--- config.mk ---
export PLATFORM = sky130hd
export DESIGN_NAME = aabbt_minmax
export DESIGN_NICKNAME = d
export VERILOG_FILES = /design/src/rtl/aabbt_pkg.sv /design/src/rtl/aabbt_minmax.sv
export SDC_FILE = /design/constraint.sdc
export NUM_CORES = 1
export LEC_CHECK = 0
export BUFFER_PORTS_ARGS = -buffer_cell sky130_fd_sc_hd__buf_2
export CAP_MARGIN = 10
export CORE_MARGIN = 4
export CORE_UTILIZATION = 56
export CTS_CLUSTER_DIAMETER = 50
export CTS_CLUSTER_SIZE = 30
export DETAILED_ROUTE_END_ITERATION = 6
export HOLD_SLACK_MARGIN = 0.05
export PLACE_DENSITY = 0.78
export SETUP_SLACK_MARGIN = 0.05
export SYNTH_ARGS = -nofsm -noshare
export SYNTH_HDL_FRONTEND = slang
export SYNTH_SLANG_ARGS = --single-unit
--- constraint.sdc ---
create_clock -name clk_i -period 12.5 [get_ports clk_i]
set_input_delay 3.75 -clock clk_i [delete_from_list [all_inputs] [get_ports clk_i]]
set_output_delay 3.75 -clock clk_i [all_outputs]
set_load 0.05 [all_outputs]
--- src/rtl/aabbt_pkg.sv ---
// Shared types and constants for the box transform pipeline.
package aabbt_pkg;

  localparam int CornerCount = 8;
  localparam int CntW        = 3;
  localparam int QW          = 32;
  localparam int PW          = 64;
  localparam int SW          = 50;
  localparam int MW          = 49;
  localparam int QBits       = 33;
  localparam int NumRegs     = 8;
  localparam int RegW        = 64;
  localparam int IdxW        = 3;

  localparam logic [QW-1:0] QMax = 32'h7FFF_FFFF;
  localparam logic [QW-1:0] QMin = 32'h8000_0000;

  localparam logic [NumRegs-1:0][RegW-1:0] MatReset = {
    64'h0001_0000_0000_0000, 64'h0, 64'h0000_0000_0001_0000, 64'h0,
    64'h0, 64'h0001_0000_0000_0000, 64'h0, 64'h0000_0000_0001_0000
  };

  typedef struct packed {
    logic                  valid;
    logic                  last;
    logic [2:0][QW-1:0]    p;
  } corner_t;

  typedef struct packed {
    logic [MW-1:0]    r;
    logic [QBits-1:0] d;
    logic [QBits-1:0] q;
    logic             neg;
    logic             sat;
    logic             nzero;
  } lane_t;

  typedef struct packed {
    logic             valid;
    logic             last;
    logic [MW-1:0]    w;
    lane_t [2:0]      lane;
  } div_t;

  typedef struct packed {
    logic               valid;
    logic               last;
    logic               err;
    logic [2:0][QW-1:0] q;
  } res_t;

endpackage

--- src/rtl/aabbt_minmax.sv ---
// Running per-axis min/max over a box's corners and the output register.
module aabbt_minmax (
  input  logic                          clk_i,
  input  logic                          rst_ni,
  input  aabbt_pkg::res_t               res_i,
  output logic                          adv_o,
  output logic                          out_valid_o,
  input  logic                          out_ready_i,
  output logic [5:0][aabbt_pkg::QW-1:0] out_box_o,
  output logic                          out_err_o
);

  logic                               first_q;
  logic [aabbt_pkg::CntW-1:0]         cnt_q;
  logic [2:0][aabbt_pkg::QW-1:0]      min_q, max_q, min_d, max_d;
  logic                               err_q, err_d;
  logic                               out_valid_q;
  logic [5:0][aabbt_pkg::QW-1:0]      out_box_q;
  logic                               out_err_q;
  logic                               take_c;

  assign adv_o  = !out_valid_q || out_ready_i;
  assign take_c = adv_o && res_i.valid;

  always_comb begin
    err_d = res_i.err || (!first_q && err_q);
    for (int a = 0; a < 3; a++) begin
      min_d[a] = (first_q || ($signed(res_i.q[a]) < $signed(min_q[a]))) ? res_i.q[a]
                                                                         : min_q[a];
      max_d[a] = (first_q || ($signed(res_i.q[a]) > $signed(max_q[a]))) ? res_i.q[a]
                                                                         : max_q[a];
    end
  end

  always_ff @(posedge clk_i or negedge rst_ni) begin
    if (!rst_ni) begin
      first_q     <= 1'b1;
      cnt_q       <= '0;
      out_valid_q <= 1'b0;
    end else begin
      if (take_c) begin
        first_q <= res_i.last;
        cnt_q   <= cnt_q + 1'b1;
      end
      if (take_c && res_i.last) begin
        out_valid_q <= 1'b1;
      end else if (out_ready_i) begin
        out_valid_q <= 1'b0;
      end
    end
  end

  always_ff @(posedge clk_i) begin
    if (take_c) begin
      min_q <= min_d;
      max_q <= max_d;
      err_q <= err_d;
      if (res_i.last) begin
        out_box_q <= {max_d, min_d};
        out_err_q <= err_d;
      end
    end
  end

  assign out_valid_o = out_valid_q;
  assign out_box_o   = out_box_q;
  assign out_err_o   = out_err_q;

  a_last_count: assert property (@(posedge clk_i) disable iff (!rst_ni)
    take_c && res_i.last |-> cnt_q == aabbt_pkg::CntW'(aabbt_pkg::CornerCount - 1))
    else $error("box closed on wrong corner");
  a_first_count: assert property (@(posedge clk_i) disable iff (!rst_ni)
    first_q |-> cnt_q == '0) else $error("corner count out of step");

endmodule

* Yosys cells after proc, flatten, opt, wreduce, memory -nomap -nowiden
Index checks and enable logic that the tools add are counted.
** Storage, ports and cells
- Input port bits :: 102
- Logic and storage cells :: 45
- Output and inout bits :: 195
- Register bits :: 388
** Operators by class
- Magnitude comparators :: 6
- Mux-type cells :: 8
- Reduce and logical (&&, ||, !) cells :: 15
** Operators by type and width (count)
- 32-bit two-way mux :: 6
- 32-bit greater-than comparator :: 3
- 32-bit less-than comparator :: 3
- 1-bit logical OR :: 8
- 1-bit logical AND :: 3
- 1-bit logical NOT :: 2
- 1-bit two-way mux :: 2
- 2-bit AND reduction :: 1
- 2-bit nonzero test :: 1

* Depth between registers and ports, before layout
- Word-level depth :: 5
- Gate-level depth with buffers :: 11

* Worst setup path before layout
Ideal clock, no wire load.
- Kind :: input-to-reg
- Start point :: input port out_ready_i
- End point :: register out_box_q (netlist bit out_box_o[0]) (enable)
- Required time :: 11.958 ns
- Slack :: -1.095 ns
- Path buffers :: 0
- Data arrival time :: 13.053 ns
- Stages :: 4
- Cell sequence :: nand2b_1 > and2_1 > nand2_1 > inv_1
** Between the ends
- Word-level cells in the longest chain between the ends :: 3
** RTL lines
- from (decl) :: line aabbt_minmax.sv:8 : input logic out_ready_i,
- 1-bit logical OR :: line aabbt_minmax.sv:22 : assign adv_o = !out_valid_q || out_ready_i;
- 1-bit logical AND :: line aabbt_minmax.sv:23 : assign take_c = adv_o && res_i.valid;
- net take_c :: line aabbt_minmax.sv:20 : logic take_c;
- 2-bit AND reduction (no line)
- to (signal assigned) :: line aabbt_minmax.sv:59 : out_box_q <= {max_d, min_d};
- to (decl) :: line aabbt_minmax.sv:18 : logic [5:0][aabbt_pkg::QW-1:0] out_box_q;
The timed path passes the listed nets, and every way through them passes these cells.
A chain may end at the register's enable or synchronous reset.

* Worst setup path after layout
- Start point :: input port out_ready_i
- End point :: output port adv_o
** Between the ends
- Word-level cells in the longest chain between the ends :: 1
** RTL lines
- 1-bit logical OR :: line aabbt_minmax.sv:22
- to (decl) :: line aabbt_minmax.sv:6 : output logic adv_o,
Every way passes these cells.

==> results.cfg <==
[grt]
grt_use_total = 0.2636
grt_pass1_wl_mm = 94.74
grt_pass1_vias = 17680
grt_max_degree = 122
grt_overflow = 0
antenna_found_initial = 4

[synthesis]
synth_top_flop_cell = edfxtp_1
syn-num-nets = 2336
ys_warn_count = 0
netlist_top_cells_area = edfxtp_1 (51%), ha_1 (10%), a21oi_1 (4.2%), nand3_1 (3.9%), inv_1 (3.3%)
synth_edf_count = 386
seq_area_frac_synth = 0.5138
async_flop_share = 0.005155
synth.ff_latch_count = 388
synth_commonest_cells = edfxtp_1 (386), inv_1 (199), a21oi_1 (191)
yosysMostFrequentCell = edfxtp_1
synth.avg_cell_area_um2 = 11.08
netlist.top_cell.by_area = edfxtp_1
synth.distinct_cells = 52
netlist_area_um2 = 22660
yosys.area.top_type_share = 0.5115
synthCells = 2045

[worst_setup_path]
critical_path.startpoint_type = input pin
required_ps = 8750
crit_family = buffers and inverters
crit_top_cell = buf_2
cp_cell_sequence = buf_2, nand2b_1, buf_2
critPathSlowestCell = buf_2
critical_path_buf_inv_count = 2
cp-end-kind = primary output
critPathLaunch = out_ready_i
regToRegStartpoint = min_q[63]
worstPathArrival_ps = 4240
crit_type = input pin to primary output
rr_worst_depth = 11
path_max_fanout = 3
slowest_delay_ps = 280
crit_cells = 3

[floorplanning]
die_width_um = 209.2
rows = 73
dieArea_um2 = 43750
start_util = 0.5690
die_h_um = 209.2
io_pins = 297
core_um2 = 39820

[clock_tree]
h-tree-depth = 2
postCtsSetupBuffers = 0
clockRootBuffer = clkbuf_16
clock_latency_ps = 570
cts.sinks = 388
ctsHoldBuffers = 0
clock_path_buffers = 3
numCtsBuffers = 44
cts_tree = done
ctsResizeCount = 0
clk_pin_slew_ps = 70

[sta]
min_period_ps = 7991
hold_viol = 0
relSlewSlack = 0.2383
slew_violations = 0
timing.final.ws_setup_ps = 4509
setup-tns-final_ps = 0
rsz0062_at_grt = false
skew_ps = 16.29
fmax_mhz = 125.1
hold_ws_ps = 529.6
setup_viol = 0
post-route-period-util = 0.6393
worst_slew_pin_slew_ps = 1139

[power_and_ir_drop]
vdd_drop_max_uv = 121.3
power_leakage_nw = 10.77
p_per_area_nw_per_um2 = 174.7

[drt]
via_per_inst = 6.332
wl_per_cell_um = 21.12
drc_errors = 0
vias = 17980
antenna_left = 0
drt_first_pass_iters = 5
routed_wl_mm = 59.97
drt_iter0_drc = 1876

[placement]
placed_area_um2 = 24490
place.gp.congestion = 0.8451
pre_cts_ws_ps = 4509
io_buffers = 296
dp_hpwl_mm = 39.00

[hold_path]
hold_path_class = register to register
hp-start = out_valid_o
whs_path_depth = 2

[final_layout]
regArea_um2 = 11650
multi_input_comb_area_um2 = 9768
fin_area_um2 = 26030
syn2layout_area_growth_pct = 14.86
n_fill_cell = 3056
nets = 2570
drive_gt1_frac = 0.2205
fin_util = 0.6536

[outcome]
outcome = finished clean

[job]
maxCapViolCount = 0
## registers in the layout, summed over array words and instances (netlist names)
signal and count:
max_q 96, out_box_o 192, out_err_o 1, min_q 96
out_valid_o 1, err_q 1, first_q 1
## cell families after synthesis
logic type                 count (synthesis)  share of synthesized area
muxes                                     96                    0.05268
and+or+nand+nor                          585                     0.1414
buffers and inverters                    331                    0.05781
AOI/OAI and AO/OA                        456                     0.1300
DFF                                      388                     0.5138
adders and majority gates                189                     0.1044
## metal layers
metal,share of wire,vias to the layer above,GRT usage,wire length (um)
met5,0.00072,-,0,43
met4,0.035,6,0.1006,2083
met3,0.085,150,0.04414,5089
met2,0.48,913,0.4315,28600
met1,0.40,8685,0.3549,24150
li1,-,8230,-,-
## cell type report
class / count / area share
clock buffer: 46 / 0.04341
timing repair buffer: 320 / 0.06384
inverter: 199 / 0.02908
sequential: 388 / 0.4475
antenna: 2 / 0.0001923
multi-input combinational: 1326 / 0.3753
clock inverter: 34 / 0.01548
tap: 525 / 0.02524
## per-stage QoR
stage | total power (W) | cells
detailed placement | 0.003181 | 2758
finish | 0.004546 | 2840
floorplan | 0.002834 | 2045
CTS | 0.004553 | 2838
global placement | 0.003114 | 2758
global route | 0.004768 | 2838
## worst reg2reg max path, stage by stage (launching register included)
cell and delay (ps):
edfxtp_1 370, inv_1 60, ha_2 300, buf_4 550
nand4_1 310, nor3_1 300, nand2_1 80, nand2_1 810
or3_1 720, buf_4 520, o31a_1 240, nand3_1 110
## cell usage in the layout, fill, tap and decap left out, types with 37 or more instances in the layout
master	instances
inv_1	197
edfxtp_1	386
nand2b_1	67
o21ai_0	59
mux2_2	63
nor2b_1	37
nand2_1	104
a21oi_1	191
nand4_1	97
buf_2	296
clkbuf_16	45
a21o_1	37
nand3_1	176
ha_1	188
o2111ai_1	67
## where the power goes
part           switching, W  internal (W)  leakage (nW)  total [W]
Clock              0.000595      0.000771         0.738    0.00137
Sequential        0.0000991       0.00171          3.69    0.00181
Combinational      0.000919      0.000451          6.34    0.00137
Total               0.00161       0.00293          10.8    0.00455
## path summary, 6_finish.rpt
kind	slack [ps]	end
min in group asynchronous	2950	out_valid_o
min	530	out_valid_o
max	4510	adv_o
max in group asynchronous	9360	first_q
max reg2reg	7860	out_box_o[42]
min reg2reg	530	out_valid_o
Note: power is estimated with default switching activity, not from simulation.
