--- config.mk ---
export PLATFORM = sky130hd
export DESIGN_NAME = aabbt_corner_seq
export DESIGN_NICKNAME = d
export VERILOG_FILES = /design/src/rtl/aabbt_pkg.sv /design/src/rtl/aabbt_corner_seq.sv
export SDC_FILE = /design/constraint.sdc
export NUM_CORES = 1
export LEC_CHECK = 0
export ABC_AREA = 1
export BUFFER_PORTS_ARGS = -buffer_cell sky130_fd_sc_hd__buf_2
export CAP_MARGIN = 0
export CORE_MARGIN = 3
export CORE_UTILIZATION = 44
export DETAILED_ROUTE_END_ITERATION = 12
export PLACE_DENSITY = 0.76
export SETUP_SLACK_MARGIN = 0.05
export SLEW_MARGIN = 10
export SYNTH_ARGS = -nofsm -noshare
export SYNTH_HDL_FRONTEND = slang
export SYNTH_SLANG_ARGS = --single-unit
--- constraint.sdc ---
create_clock -name clk_i -period 5.5 [get_ports clk_i]
set_clock_uncertainty 0.15 [all_clocks]
set_input_delay 0.55 -clock clk_i [delete_from_list [all_inputs] [get_ports clk_i]]
set_output_delay 0.55 -clock clk_i [all_outputs]
set_load 0.005 [all_outputs]
--- src/rtl/aabbt_pkg.sv ---
// Shared types and constants for the box transform pipeline.
package aabbt_pkg;

  localparam int CornerCount = 8;
  localparam int CntW        = 3;
  localparam int QW          = 32;
  localparam int PW          = 64;
  localparam int SW          = 50;
  localparam int MW          = 49;
  localparam int QBits       = 33;
  localparam int NumRegs     = 8;
  localparam int RegW        = 64;
  localparam int IdxW        = 3;

  localparam logic [QW-1:0] QMax = 32'h7FFF_FFFF;
  localparam logic [QW-1:0] QMin = 32'h8000_0000;

  localparam logic [NumRegs-1:0][RegW-1:0] MatReset = {
    64'h0001_0000_0000_0000, 64'h0, 64'h0000_0000_0001_0000, 64'h0,
    64'h0, 64'h0001_0000_0000_0000, 64'h0, 64'h0000_0000_0001_0000
  };

  typedef struct packed {
    logic                  valid;
    logic                  last;
    logic [2:0][QW-1:0]    p;
  } corner_t;

  typedef struct packed {
    logic [MW-1:0]    r;
    logic [QBits-1:0] d;
    logic [QBits-1:0] q;
    logic             neg;
    logic             sat;
    logic             nzero;
  } lane_t;

  typedef struct packed {
    logic             valid;
    logic             last;
    logic [MW-1:0]    w;
    lane_t [2:0]      lane;
  } div_t;

  typedef struct packed {
    logic               valid;
    logic               last;
    logic               err;
    logic [2:0][QW-1:0] q;
  } res_t;

endpackage

--- src/rtl/aabbt_corner_seq.sv ---
// Box capture and corner sequencer: one corner per advancing cycle.
module aabbt_corner_seq (
  input  logic                                  clk_i,
  input  logic                                  rst_ni,
  input  logic                                  adv_i,
  input  logic                                  req_valid_i,
  output logic                                  req_ready_o,
  input  logic [5:0][aabbt_pkg::QW-1:0]         box_i,
  output aabbt_pkg::corner_t                    corner_o
);

  logic                               busy_q, busy_d;
  logic [aabbt_pkg::CntW-1:0]         cnt_q, cnt_d;
  logic [5:0][aabbt_pkg::QW-1:0]      box_q;
  logic                               last_c;
  logic                               accept_c;

  assign last_c      = (cnt_q == aabbt_pkg::CntW'(aabbt_pkg::CornerCount - 1));
  assign req_ready_o = !busy_q || (last_c && adv_i);
  assign accept_c    = req_valid_i && req_ready_o;

  always_comb begin
    busy_d = busy_q;
    cnt_d  = cnt_q;
    if (accept_c) begin
      busy_d = 1'b1;
      cnt_d  = '0;
    end else if (busy_q && adv_i) begin
      busy_d = !last_c;
      cnt_d  = cnt_q + 1'b1;
    end
  end

  always_ff @(posedge clk_i or negedge rst_ni) begin
    if (!rst_ni) begin
      busy_q <= 1'b0;
      cnt_q  <= '0;
    end else begin
      busy_q <= busy_d;
      cnt_q  <= cnt_d;
    end
  end

  always_ff @(posedge clk_i) begin
    if (accept_c) begin
      box_q <= box_i;
    end
  end

  always_comb begin
    corner_o.valid = busy_q;
    corner_o.last  = last_c;
    for (int a = 0; a < 3; a++) begin
      corner_o.p[a] = cnt_q[a] ? box_q[3+a] : box_q[a];
    end
  end

  a_busy_blocks: assert property (@(posedge clk_i) disable iff (!rst_ni)
    busy_q && !last_c |-> !req_ready_o) else $error("request taken mid box");
  a_accept_start: assert property (@(posedge clk_i) disable iff (!rst_ni)
    accept_c |=> busy_q && cnt_q == '0) else $error("box start lost");
  a_idle_count: assert property (@(posedge clk_i) disable iff (!rst_ni)
    !busy_q |-> cnt_q == '0) else $error("count off while idle");

endmodule

# After elaboration in Yosys (flattened, before gate mapping)

Index checks and enable logic that the tools add are counted.

Register bits after elaboration: 196
Bits in latches: 0
RAM bits: 0
ROM bits: 0
Output and inout port bits: 99
Memories kept: 0

Add/sub/neg operators: 1
Multiply operators: 0
Divide/modulo/power cells: 0
Magnitude comparators: 0
Eq/ne operators: 1
Shifts and indexed selects: 0
Muxes and demuxes: 7
Bitwise logic cells: 0
Reductions and logical operators: 7

Operators by type and width:

| operator                                                       | number |
|---|---|
| 32-bit two-way mux                                             | 3 |
| 3-bit two-way mux                                              | 2 |
| 3-bit by 1-bit adder with 3-bit output (second input constant) | 1 |
| 3-bit equality test (second input constant)                    | 1 |
| 1-bit logical AND                                              | 3 |
| 1-bit logical NOT                                              | 2 |
| 1-bit two-way mux                                              | 2 |
| 2-bit nonzero test                                             | 1 |
| 1-bit logical OR                                               | 1 |

# Logic depth before layout (Yosys ltp)

Depth after elaboration: 5
Gate-level depth with buffers: 7
Mapped depth without buffers: 7

# Worst setup path after synthesis

No wires, ideal clock.

Kind: reg2reg
From: reg cnt_q[1] (netlist name)
To: reg box_q[0] (netlist name) (enable)
Setup time: 0.544 ns
Arrival time: 4.601 ns
Data required time: 4.806 ns
Setup slack: 0.205 ns
Cell stages (with the launch flop): 7
Period minus slack after synthesis: 5.295 ns
Cells stage by stage: dfrtp_1 -> ha_1 -> ha_1 -> nand2_1 -> nand2_1 -> nand2_1 -> inv_1

Longest elaborated chain between the ends: 4

RTL lines:

| element                | RTL line               | text |
|---|---|---|
| from (decl)            | aabbt_corner_seq.sv:13 | `logic [aabbt_pkg::CntW-1:0] cnt_q, cnt_d;` |
| from (signal assigned) | aabbt_corner_seq.sv:40 | `cnt_q <= cnt_d;` |
| 3-bit equality test    | aabbt_corner_seq.sv:18 | `assign last_c = (cnt_q == aabbt_pkg::CntW'(aabbt_pkg::CornerCount - 1));` |
| via last_c             | aabbt_corner_seq.sv:15 | `logic last_c;` |
| 1-bit logical AND      | aabbt_corner_seq.sv:19 | `assign req_ready_o = !busy_q \|\| (last_c && adv_i);` |
| 1-bit logical OR       | aabbt_corner_seq.sv:19 |  |
| via req_ready_o        | aabbt_corner_seq.sv:7  | `output logic req_ready_o,` |
| 1-bit logical AND      | aabbt_corner_seq.sv:20 | `assign accept_c = req_valid_i && req_ready_o;` |
| via accept_c           | aabbt_corner_seq.sv:16 | `logic accept_c;` |
| to (signal assigned)   | aabbt_corner_seq.sv:46 | `box_q <= box_i;` |
| to (decl)              | aabbt_corner_seq.sv:14 | `logic [5:0][aabbt_pkg::QW-1:0] box_q;` |

The timed path passes the listed nets, and every way through them passes these cells.
A chain may end at the register's enable or synchronous reset.

# Worst setup path in the final report

From: reg cnt_q[2] (netlist name)
To: reg box_q[144] (netlist name) (enable)

Longest elaborated chain between the ends: 4

RTL lines:

| element             | RTL line |
|---|---|
| 3-bit equality test | aabbt_corner_seq.sv:18 |
| 1-bit logical AND   | aabbt_corner_seq.sv:19 |
| 1-bit logical OR    | aabbt_corner_seq.sv:19 |
| 1-bit logical AND   | aabbt_corner_seq.sv:20 |
| via accept_c        | aabbt_corner_seq.sv:16 |

The timed path passes the listed nets, and every way through them passes these cells.

==> impl_results.md <==
- Status: complete, no violations
- Final Critical Period: 3.33 ns
- TNS Setup: 0 ns
- Worst min-delay path startpoint: box_i[162]
- DP HPWL: 11.3 mm
- Critical Path Sink Type: flip-flop
- Worst-Margin Slew: 1.04 ns
- Worst hold path class: in -> reg
- Critical R2R Launch: cnt_q[2]$_DFFE_PN0P_
- Cell Rows: 46
- Buffers on Ports: 294
- DR pass1 iterations: 4
- Synth Net Count: 593
- CTS tree: built
- Peak supply drop: 269 µV
- Lkg Pwr: 4.08 nW
- Kind of critical path: reg -> reg
- Largest net degree at the start of global routing: 116
- GP Congestion: 0.812
- Maximum clock frequency: 301 MHz
- Critical-path maximum fanout: 115
- Fraction of layout cells with a size suffix above 1: 0.556
- Finished Cell Area: 9630 µm²
- Area Growth Syn to Fin: 29.0%
- Ant diodes: 0
- CTS max path bufs: 2
- WL/cell: 16.8 µm
- Die Y: 136 µm
- Gr usage total: 0.165
- CP cell instances: ha_1 > nand2_1 > nand2_1 > nand2_1 > inv_6 > buf_12
- Post-CTS Setup Bufs: 0
- First-pass GRT wire length: 22.7 mm
- CP most frequent cell: nand2_1
- Vias in the first global route: 4471
- Mapped cell area: 7460 µm²
- Initial DRC Count: 172
- Die Footprint: 18600 µm²
- Critical Path AT: 3.25 ns
- Critical Path Max Stage Delay: 1.04 ns
- PnR worst setup slack: 2.17 ns
- Initial antenna violation count: 0
- Gr ovfl total: 0
- CTS sink cnt: 196
- Crit. Startpoint: cnt_q[2]$_DFFE_PN0P_
- Period utilisation layout: 0.605
- Post-DRT Antenna Nets: 0
- PwrDens: 405 nW/µm²
- # H-tree levels: 4
- YS warnings: 0
- Final Hold Viols: 0
- Post-Place Cell Area: 9060 µm²
- Yosys cell types: 13
- Critical Path RT: 5.42 ns
- R2R Setup Slk: 2.17 ns
- Starting Density: 0.460
- Max Slew Vio Count: 0
- Via count: 4289
- RSZ-0062 raised after global routing: false
- Reg clk slew, reported paths: 0.07 ns
- DRC viols: 0
- Post-Synthesis Cells: 395
- Pre-CTS setup slack: 2.05 ns
- Syn Area/Cell: 18.9 µm²
- Worst skew pair latency: 0.42 ns
- IO Count: 295
- Crit start category: flip-flop
- Slew HR: 0.305
- Crit-path slowest cell: dfrtp_2
- CTS Buf Count: 17
- Maxcap violations: 0
- Final setup vio count: 0
- Nets: 893
- Sequential-to-total area share from yosys stat: 0.786
- Seq cells post-synth: 196
- Root Driver: clkbuf_16
- Pwr Total: 0.00390 W
- Vias per cell: 4.64
- Routed WL: 15.6 mm
- Die Width: 136 µm
- Core area: 16200 µm²
routing by layer:
layer / global-route usage / routed length (µm)
met1: 0.180 / 5680
met2: 0.294 / 8250
met3: 0.0574 / 1290
met4: 0.0616 / 341
met5: 0 / 0
critical path, delay by kind of cell (launching register included):
family,cells,cell delay (ns)
fa+ha+maj,1,0.30
buf+inv,2,1.13
flops,1,1.04
simple gates,3,0.32
path summary, 6_finish.rpt:
| path | end | cells past startpoint |
|---|---|---|
| max | box_q[144]$_DFFE_PP_ | 6 |
| min | box_q[162]$_DFFE_PP_ | 1 |
| max reg2reg | box_q[144]$_DFFE_PP_ | 6 |
| min reg2reg | busy_q$_DFFE_PN0P_ | 2 |
| max in group asynchronous | cnt_q[1]$_DFFE_PN0P_ | 2 |
| min in group asynchronous | busy_q$_DFFE_PN0P_ | 2 |
kinds of logic (layout without fill, tap and decap cells):
logic type,after synthesis,in the layout,synth area share
flip-flops,196,196,0.786
AND/OR/NAND/NOR,112,112,0.0573
multiplexers,64,64,0.126
buffers and inverters,21,334,0.0278
adder cells (fa/ha/maj),2,2,0.00335
cell usage in the layout, fill, tap and decap left out, drive strengths merged:
cell	synthesis	final
clkinv	0	10
bufinv	0	2
nand3	6	6
clkinvlp	0	1
inv	4	6
ha	2	2
clkbuf	0	17
dfrtp	4	4
mux2	64	64
nand2	106	106
buf	17	297
edfxtp	192	192
dlygate4sd3	0	1
per-stage QoR:
stage / hold WS [ns] / std cells / util
after floorplan: 0.104 / 395 / -
after global placement: 0.206 / 891 / 0.558
after detailed placement: 0.210 / 891 / 0.558
after CTS: 0.128 / 924 / 0.593
after global routing: 0.126 / 924 / 0.593
final: 0.153 / 924 / 0.593
cells in the mapped netlist (all sizes together):
master    n  area, µm²
buf      17        193
dfrtp     4        100
edfxtp  192       5770
ha        2       25.0
inv       4       15.0
mux2     64        938
nand2   106        398
nand3     6       30.0
area by class of cell:
class	instances	area [µm²]
Fill cell	1273	6600
Sequential cell	196	5870
Timing Repair Buffer	298	1520
Multi-Input combinational cell	178	1390
Clock buffer	17	425
Tap cell	216	270
Clock inverter	15	139
Inverter	4	20.0
where the power goes:
| group | internal [W] | switching (W) | total (W) |
|---|---|---|---|
| combinational | 0.000483 | 0.000415 | 0.000898 |
| clock | 0.000665 | 0.000516 | 0.00118 |
| sequential | 0.00175 | 0.0000762 | 0.00182 |
timing repair:
action,4_1_cts,5_1_grt
gates resized for setup,0,0
hold buffers,1,0
endpoints found under the setup margin,0,0
hold endpoints to repair,4,0
sequential cells by signal (all words and copies together), names as in the netlist:
register  cells
box_q       192
busy_q        1
cnt_q         3
Power figures use the tool's default switching activity.
